$ cat src/hdl/tqcs_pkg.sv
// Package: shared types, constants and register indexes for the quad clip setup block
`default_nettype none
package tqcs_pkg;
  localparam int DivW = 48;   // dividend magnitude bits
  localparam int DenW = 30;   // divisor bits (rect size times texture size)
  localparam int QW   = 20;   // quotient bits kept before saturation

  typedef enum logic [2:0] {
    REG_LIMIT_X = 3'd0, REG_LIMIT_Y = 3'd1, REG_LIMIT_W = 3'd2, REG_LIMIT_H = 3'd3,
    REG_SCREEN_W = 3'd4, REG_SCREEN_H = 3'd5, REG_TEX_W = 3'd6, REG_TEX_H = 3'd7
  } reg_idx_t;

  typedef enum logic [2:0] {
    ST_IDLE, ST_SETUP, ST_DIV_LOAD, ST_DIV_RUN, ST_DIV_STORE, ST_OUT
  } state_t;

  typedef struct packed {
    logic load;      // capture input item and evaluate axes
    logic zero;      // clear held quad
    logic commit;    // store edges, position, numerators and divisors
    logic div_start; // start division of selected coordinate
    logic div_store; // store quotient into held coordinate
    logic [1:0] sel; // coordinate under division
  } cmd_t;

  typedef struct packed {
    logic skip_zero;  // empty sprite or origin outside sprite
    logic skip_hold;  // unchanged position and no change of limits
    logic div_done;
  } status_t;
endpackage
`default_nettype wire

$ cat src/hdl/tqcs_ctrl.sv
// Controller: sequences one transaction through setup and, when recomputed, four divisions
`default_nettype none
module tqcs_ctrl (
  input  wire logic               clk,
  input  wire logic               rst,
  input  wire logic               in_valid,
  input  wire logic               out_stall,
  input  wire tqcs_pkg::status_t  status,
  output tqcs_pkg::cmd_t          cmd,
  output logic                    in_stall,
  output logic                    out_valid,
  output logic                    redrawn_set,
  output logic                    redrawn_val
);
  tqcs_pkg::state_t state, state_next;
  logic [1:0] sel, sel_next;

  always_ff @(posedge clk) begin
    if (rst) begin
      state <= tqcs_pkg::ST_IDLE;
      sel <= 2'd0;
    end else begin
      state <= state_next;
      sel <= sel_next;
    end
  end

  always_comb begin
    state_next = state;
    sel_next = sel;
    unique case (state)
      tqcs_pkg::ST_IDLE: if (in_valid) state_next = tqcs_pkg::ST_SETUP;
      tqcs_pkg::ST_SETUP: begin
        sel_next = 2'd0;
        if (status.skip_zero || status.skip_hold) state_next = tqcs_pkg::ST_OUT;
        else state_next = tqcs_pkg::ST_DIV_LOAD;
      end
      tqcs_pkg::ST_DIV_LOAD: state_next = tqcs_pkg::ST_DIV_RUN;
      tqcs_pkg::ST_DIV_RUN: if (status.div_done) state_next = tqcs_pkg::ST_DIV_STORE;
      tqcs_pkg::ST_DIV_STORE: begin
        sel_next = sel + 2'd1;
        state_next = (sel == 2'd3) ? tqcs_pkg::ST_OUT : tqcs_pkg::ST_DIV_LOAD;
      end
      tqcs_pkg::ST_OUT: if (!out_stall) state_next = tqcs_pkg::ST_IDLE;
      default: state_next = tqcs_pkg::ST_IDLE;
    endcase
  end

  always_comb begin
    cmd = '0;
    cmd.sel = sel;
    in_stall = 1'b1;
    out_valid = 1'b0;
    redrawn_set = 1'b0;
    redrawn_val = 1'b1;
    unique case (state)
      tqcs_pkg::ST_IDLE: begin
        in_stall = 1'b0;
        cmd.load = in_valid;
      end
      tqcs_pkg::ST_SETUP: begin
        redrawn_set = 1'b1;
        redrawn_val = !status.skip_hold || status.skip_zero;
        cmd.zero = status.skip_zero;
        cmd.commit = !status.skip_zero && !status.skip_hold;
      end
      tqcs_pkg::ST_DIV_LOAD: cmd.div_start = 1'b1;
      tqcs_pkg::ST_DIV_RUN: ;
      tqcs_pkg::ST_DIV_STORE: cmd.div_store = 1'b1;
      tqcs_pkg::ST_OUT: out_valid = 1'b1;
      default: ;
    endcase
  end

  assert property (@(posedge clk) disable iff (rst)
    (state == tqcs_pkg::ST_OUT && out_stall) |=> state == tqcs_pkg::ST_OUT)
    else $error("result dropped under stall");
  assert property (@(posedge clk) disable iff (rst)
    (state == tqcs_pkg::ST_DIV_STORE && sel == 2'd3) |=> state == tqcs_pkg::ST_OUT)
    else $error("division sequence overran");
  assert property (@(posedge clk) disable iff (rst)
    !in_stall |-> !out_valid)
    else $error("input taken while result pending");
endmodule
`default_nettype wire

$ cat config.mk
export PLATFORM = sky130hd
export DESIGN_NAME = tqcs_ctrl
export DESIGN_NICKNAME = d
export VERILOG_FILES = /design/src/hdl/tqcs_pkg.sv /design/src/hdl/tqcs_ctrl.sv
export SDC_FILE = /design/constraint.sdc
export NUM_CORES = 1
export LEC_CHECK = 0
export BUFFER_PORTS_ARGS = -buffer_cell sky130_fd_sc_hd__buf_4
export CAP_MARGIN = 40
export CORE_AREA = 3 3 40 42
export DETAILED_ROUTE_END_ITERATION = 12
export DIE_AREA = 0 0 43 45
export PLACE_DENSITY = 0.56
export SYNTH_ARGS = -nofsm -noshare
export SYNTH_HDL_FRONTEND = slang
export SYNTH_SLANG_ARGS = --single-unit
$ cat constraint.sdc
create_clock -name clk -period 1.7 [get_ports clk]
set_input_delay 0.255 -clock clk [delete_from_list [all_inputs] [get_ports clk]]
set_output_delay 0.255 -clock clk [all_outputs]
set_load 0.005 [all_outputs]
==> results_dict.tcl, run 1 <==
set metrics [dict create \
    final_common_cell "buf_4" \
    post_drt_via_cell_ratio 5.09 \
    switchingPower_uw 168 \
    synth_cell_types 31 \
    hold_path_class "input port to register" \
    root_buffer "clkbuf_4" \
    ir_worst_vdd_mv 0.502 \
    setup_slack_ns 0.0622 \
    drtPass1Iterations 4 \
    slowest_stage "or3b_1" \
    wire_per_inst_um 10.6 \
    routed_wl_um 912 \
    syn-instance-count 52 \
    cts_hold_buf 0 \
    cts_tree "yes" \
    cpPeakStageDelay_ns 0.42 \
    grt_max_degree 15 \
    pre_cts_ws_ns 0.231 \
    syn_nets 60 \
    grt_pass1_vias 377 \
    drc_errors 0 \
    fin_util 0.450 \
    yosysSeqAreaShare 0.246 \
    worstPathArrival_ns 1.38 \
    clockPowerShare 0.259 \
    final_net_count 80 \
    grt_first_pass_wirelength_um 1480 \
    max-slew-margin-rel 0.768 \
    area_delta_synth_final_pct 42.2 \
    final_antenna_net_count 0 \
    track_usage 0.0974 \
    cp-end-kind "primary output" \
    cp.required_ns 1.44 \
    crit_family "simple AND/OR/NAND/NOR gates" \
    design.die.area_um2 1940 \
    nFillCells 138 \
    multi_input_area_um2 272 \
    status "finished clean" \
    fin_skew_ns 0.00289 \
    cts_sinks 5 \
    die_w_um 43 \
    cts_buffers 3 \
    p_comb_frac 0.412 \
    hold-worst-slack_ns 0.206 \
    synthesis.area_um2 407 \
    hpwl_um 703 \
    synth_area_per_cell_um2 7.82 \
    place.gp.congestion 0.755 \
    diodes 0 \
    finalHoldViolations 0 \
    fin_setup_tns_ns 0 \
    dieHeight_um 45 \
    setup_viol 0 \
    powerDensity_nw_per_um2 899 \
    period_minus_slack_ns 1.64 \
    p_leak_uw 0.000263 \
    fp-row-count 13 \
    worst_pin_slew_ns 0.344 \
    core_um2 1280 \
    clk_latency_ns 0.24 \
    fmax_mhz 611 \
    p_seq_frac 0.328 \
    swShare 0.323 \
    overflow 0 \
    period_share 0.963 \
    postCtsSetupRepairBufs 0 \
    start_util 0.316 \
    portBuffers 17 \
    startpoint_type "register" \
    maxCapViolations 0 \
    seqCellArea_um2 106 \
    pin_count 18 \
    synth_seq_cells 5 \
    ctsHtreeMaxLevel 1 \
    path_cells "buf_4, or3b_1, inv_2, buf_4" \
    ys_warn_count 0 \
    p_int_uw 352 \
    drt_iter0_markers 3 \
    cpMostUsedCell "buf_4" \
    clk_pin_slew_ns 0.05 \
    drive_above_1_share 0.437 \
    p_total_uw 520 \
    vias 438 \
    finalMaxSlewViolations 0 \
    cp_max_fo 10 \
    antenna_found_initial 0 \
    crit_buf_inv 3 \
    cts.path.max_buffers 2 \
    path_class "register to primary output" \
]
[worst register-to-register path: cells and delay by family, from the launching register on]
family | cells | cell delay, ns
AO/OA/AOI/OAI | 2 | 0.35
flip-flops | 1 | 0.36
AND/OR/NAND/NOR | 1 | 0.55
[synthesized netlist by cell type]
cell      number  share of area
ha_1           1          0.031
a21o_1         1          0.018
o21ai_1        1          0.012
o211ai_1       1          0.018
nor3b_1        3          0.055
inv_2          2          0.018
a32o_1         1          0.025
and2_1         3          0.046
nor2b_1        1          0.015
nand3b_1       1          0.018
nand3_1        3          0.037
o21ba_2        1          0.025
inv_1          3          0.028
buf_6          1          0.028
or3b_1         2          0.043
nand2_1        3          0.028
a221oi_1       1          0.022
o311ai_0       1          0.022
a21oi_1        3          0.037
clkbuf_1       2          0.018
o21ai_0        1          0.012
nor2_1         2          0.018
nor3_1         1          0.012
nand2b_1       2          0.031
o2111a_1       1          0.028
a31oi_1        1          0.015
mux2_2         1          0.028
a211o_1        1          0.022
dfxtp_1        5           0.25
or4_4          1          0.028
or3_1          1          0.015
[final cells by class]
class	instances	area share
Timing Repair Buffer	18	0.234
Inverter	5	0.0325
Multi-Input combinational cell	39	0.470
Tap cell	15	0.0325
Clock inverter	1	0.00866
Clock buffer	3	0.0390
Sequential cell	5	0.184
[what timing repair did]
item / CTS / global route
pin swaps: 0 / 0
cloned: 0 / 0
endpoints found under the setup margin: 3 / 4
resized for setup: 1 / 4
hold endpoints to repair: 0 / 0
[registers in the layout, summed over array words and instances (netlist names)]
name and flops:
sel 2, state 3
[cells by family after synthesis]
logic type      synth area share
flops                      0.246
fa+ha+maj                 0.0308
compound gates             0.255
simple gates               0.348
mux                       0.0277
buf+inv                   0.0923
[routing by layer]
layer	GRT usage	up-vias	wire, um
met5	0	-	0
met4	0.0181	0	0
met3	0.0398	0	67
met2	0.156	12	415
met1	0.125	196	430
li1	-	230	-
[worst paths after layout]
kind                         start               endpoint  slack [ns]  cells past startpoint
max reg2reg  state[2]$_SDFFE_PP0P_  state[0]$_SDFFE_PP0P_        0.34                      3
min reg2reg    sel[1]$_SDFFE_PP0P_    sel[1]$_SDFFE_PP0P_        0.50                      2
min                            rst  state[1]$_SDFFE_PP0P_        0.21                      2
max          state[0]$_SDFFE_PP0P_                 cmd[2]        0.06                      4
[through the flow]
step                      std cells  instance area [um^2]
final                            86                   578
after global placement           82                   542
after detailed placement         82                   542
after floorplan                  52                   407
after global routing             86                   578
after CTS                        86                   571
[power groups by stage]
stage / sequential [uW] / clock (uW) / combinational, uW
after floorplan: 147 / 0 / 141
after global placement: 168 / 0 / 211
after detailed placement: 168 / 0 / 210
after CTS: 166 / 141 / 211
after global routing: 176 / 146 / 242
final: 171 / 135 / 214
(Power assumes the default switching activity.)
==> run 2, diff against run 1 <==
--- a/config.mk
+++ b/config.mk
@@ -9,5 +9,5 @@
 export CAP_MARGIN = 40
-export CORE_AREA = 3 3 40 42
+export CORE_AREA = 2 2 39 41
 export DETAILED_ROUTE_END_ITERATION = 12
-export DIE_AREA = 0 0 43 45
+export DIE_AREA = 0 0 41 43
 export PLACE_DENSITY = 0.56
--- a/constraint.sdc
+++ b/constraint.sdc
@@ -3,2 +3,2 @@
 set_output_delay 0.255 -clock clk [all_outputs]
-set_load 0.005 [all_outputs]
+set_load 0.01 [all_outputs]
==> results_dict.tcl, run 2 (same netlist as run 1, synthesis figures left out) <==
set metrics [dict create \
    status "finished clean" \
    crit_end "cmd[4]" \
    area_delta_synth_final_pct 41.5 \
    nFillCells 149 \
    diodes 0 \
    clk_pin_slew_ns 0.05 \
    met2_usage 0.172 \
    finalHoldViolations 0 \
    fin_util 0.416 \
    p_leak_uw 0.000260 \
    period_minus_slack_ns 1.61 \
    hpwl_um 714 \
    post_drt_via_cell_ratio 5.06 \
    hold_path_class "input port to register" \
    pin_count 18 \
    seqCellArea_um2 104 \
    ir_worst_vdd_mv 0.367 \
    path_class "register to primary output" \
    grtUsageMet3 0.0628 \
    track_usage 0.130 \
    clk_latency_ns 0.25 \
    design.die.area_um2 1760 \
    grt_pass1_vias 370 \
    cp.required_ns 1.44 \
    overflow 0 \
    cpPeakStageDelay_ns 0.42 \
    powerDensity_nw_per_um2 945 \
    fp-row-count 14 \
    cts_hold_buf 0 \
    rsz0062_at_grt "no" \
    multi_input_area_um2 272 \
    grtUsageMet1 0.162 \
    portBuffers 17 \
    top_usage_layer "met2" \
    reg_top3 "state: 3 flops, sel: 2 flops" \
    largest_register_ffs 3 \
    routed_wl_um 956 \
    cp-end-kind "primary output" \
    grt_max_degree 15 \
    cp_max_fo 9 \
    max-slew-margin-rel 0.780 \
    largest-register "state" \
    root_buffer "clkbuf_4" \
    drt_iter0_markers 4 \
    wire_per_inst_um 11.0 \
    final_antenna_net_count 0 \
    antenna_found_initial 0 \
    cts.path.max_buffers 2 \
    finalMaxSlewViolations 0 \
    slowest_stage "or3b_4" \
    drc_errors 0 \
    timing.rr.end "state[0]$_SDFFE_PP0P_" \
    start_util 0.294 \
    fmax_mhz 619 \
    hold-worst-slack_ns 0.199 \
    worstPathArrival_ns 1.36 \
    placed_cells 83 \
    fin_setup_tns_ns 0 \
    stdcell_count 87 \
    drive_above_1_share 0.423 \
    reg2regPathDepth 3 \
    postCtsSetupRepairBufs 0 \
    drtPass1Iterations 2 \
    fin_skew_ns 0.00750 \
    startpoint_type "register" \
    final_net_count 80 \
    cts_buffers 3 \
    cts_sinks 5 \
    core_um2 1380 \
    maxCapViolations 0 \
    r2r_start "state[2]$_SDFFE_PP0P_" \
    grt_first_pass_wirelength_um 1520 \
    die_w_um 41 \
    vias 440 \
    place.gp.congestion 0.758 \
    period_share 0.950 \
    final_common_cell "buf_4" \
    ctsHtreeMaxLevel 1 \
    path_cells "or3b_4, nor3_1, buf_4" \
    setup_viol 0 \
    startpoint "state[0]$_SDFFE_PP0P_" \
    worst_pin_slew_ns 0.326 \
    cts_tree "yes" \
    rrSetupSlack_ns 0.34 \
    dieHeight_um 43 \
]
## run 2: worst min path at each step
| stage | start | end | slack [ns] | depth (start not counted) |
|---|---|---|---|---|
| floorplan | rst | sel[0]$_SDFFE_PP0P_ | 0.32 | 1 |
| global placement | rst | state[1]$_SDFFE_PP0P_ | 0.46 | 2 |
| detailed placement | rst | state[1]$_SDFFE_PP0P_ | 0.46 | 2 |
| CTS | rst | sel[0]$_SDFFE_PP0P_ | 0.19 | 2 |
| global route | rst | sel[0]$_SDFFE_PP0P_ | 0.19 | 2 |
| finish | rst | sel[0]$_SDFFE_PP0P_ | 0.20 | 2 |
## run 2: layout make-up
type | instances | area share
flip-flops and latches | 5 | 0.180
multi-input cells | 39 | 0.472
repair buffers | 18 | 0.235
clock buffers | 4 | 0.0457
inverters | 5 | 0.0326
well taps | 16 | 0.0348
## run 2: critical path, delay by kind of cell, from the launching register on
family,cells,cell delay [ns]
AND/OR/NAND/NOR,2,0.57
flip-flops,1,0.38
buffers and inverters,1,0.15
## run 2: routing by layer
| layer | part of all wire | routed length, um |
|---|---|---|
| met5 | 0 | 0 |
| met4 | 0.016 | 15 |
| met3 | 0.060 | 57 |
| met2 | 0.46 | 444 |
| met1 | 0.46 | 437 |
## run 2: through the flow
stage                     total power (uW)  cell area (um^2)  setup slack (ns)
after global placement                 392               543             0.279
after detailed placement               393               543             0.251
after global routing                   591               576            0.0159
final                                  544               576            0.0850
after floorplan                        303               407             0.266
after CTS                              552               573            0.0206
## run 2: repair_timing
item	CTS	global route
gates resized for setup	2	2
endpoints found under the setup margin	3	4
pin swaps	0	0
## run 2: report_power, final
part	switching [uW]	total (uW)	internal, uW	leakage (uW)
Sequential	31.1	167	136	0.0000419
Combinational	103	233	130	0.000203
Clock	55.1	144	89.2	0.0000150
Total	189	544	355	0.000260
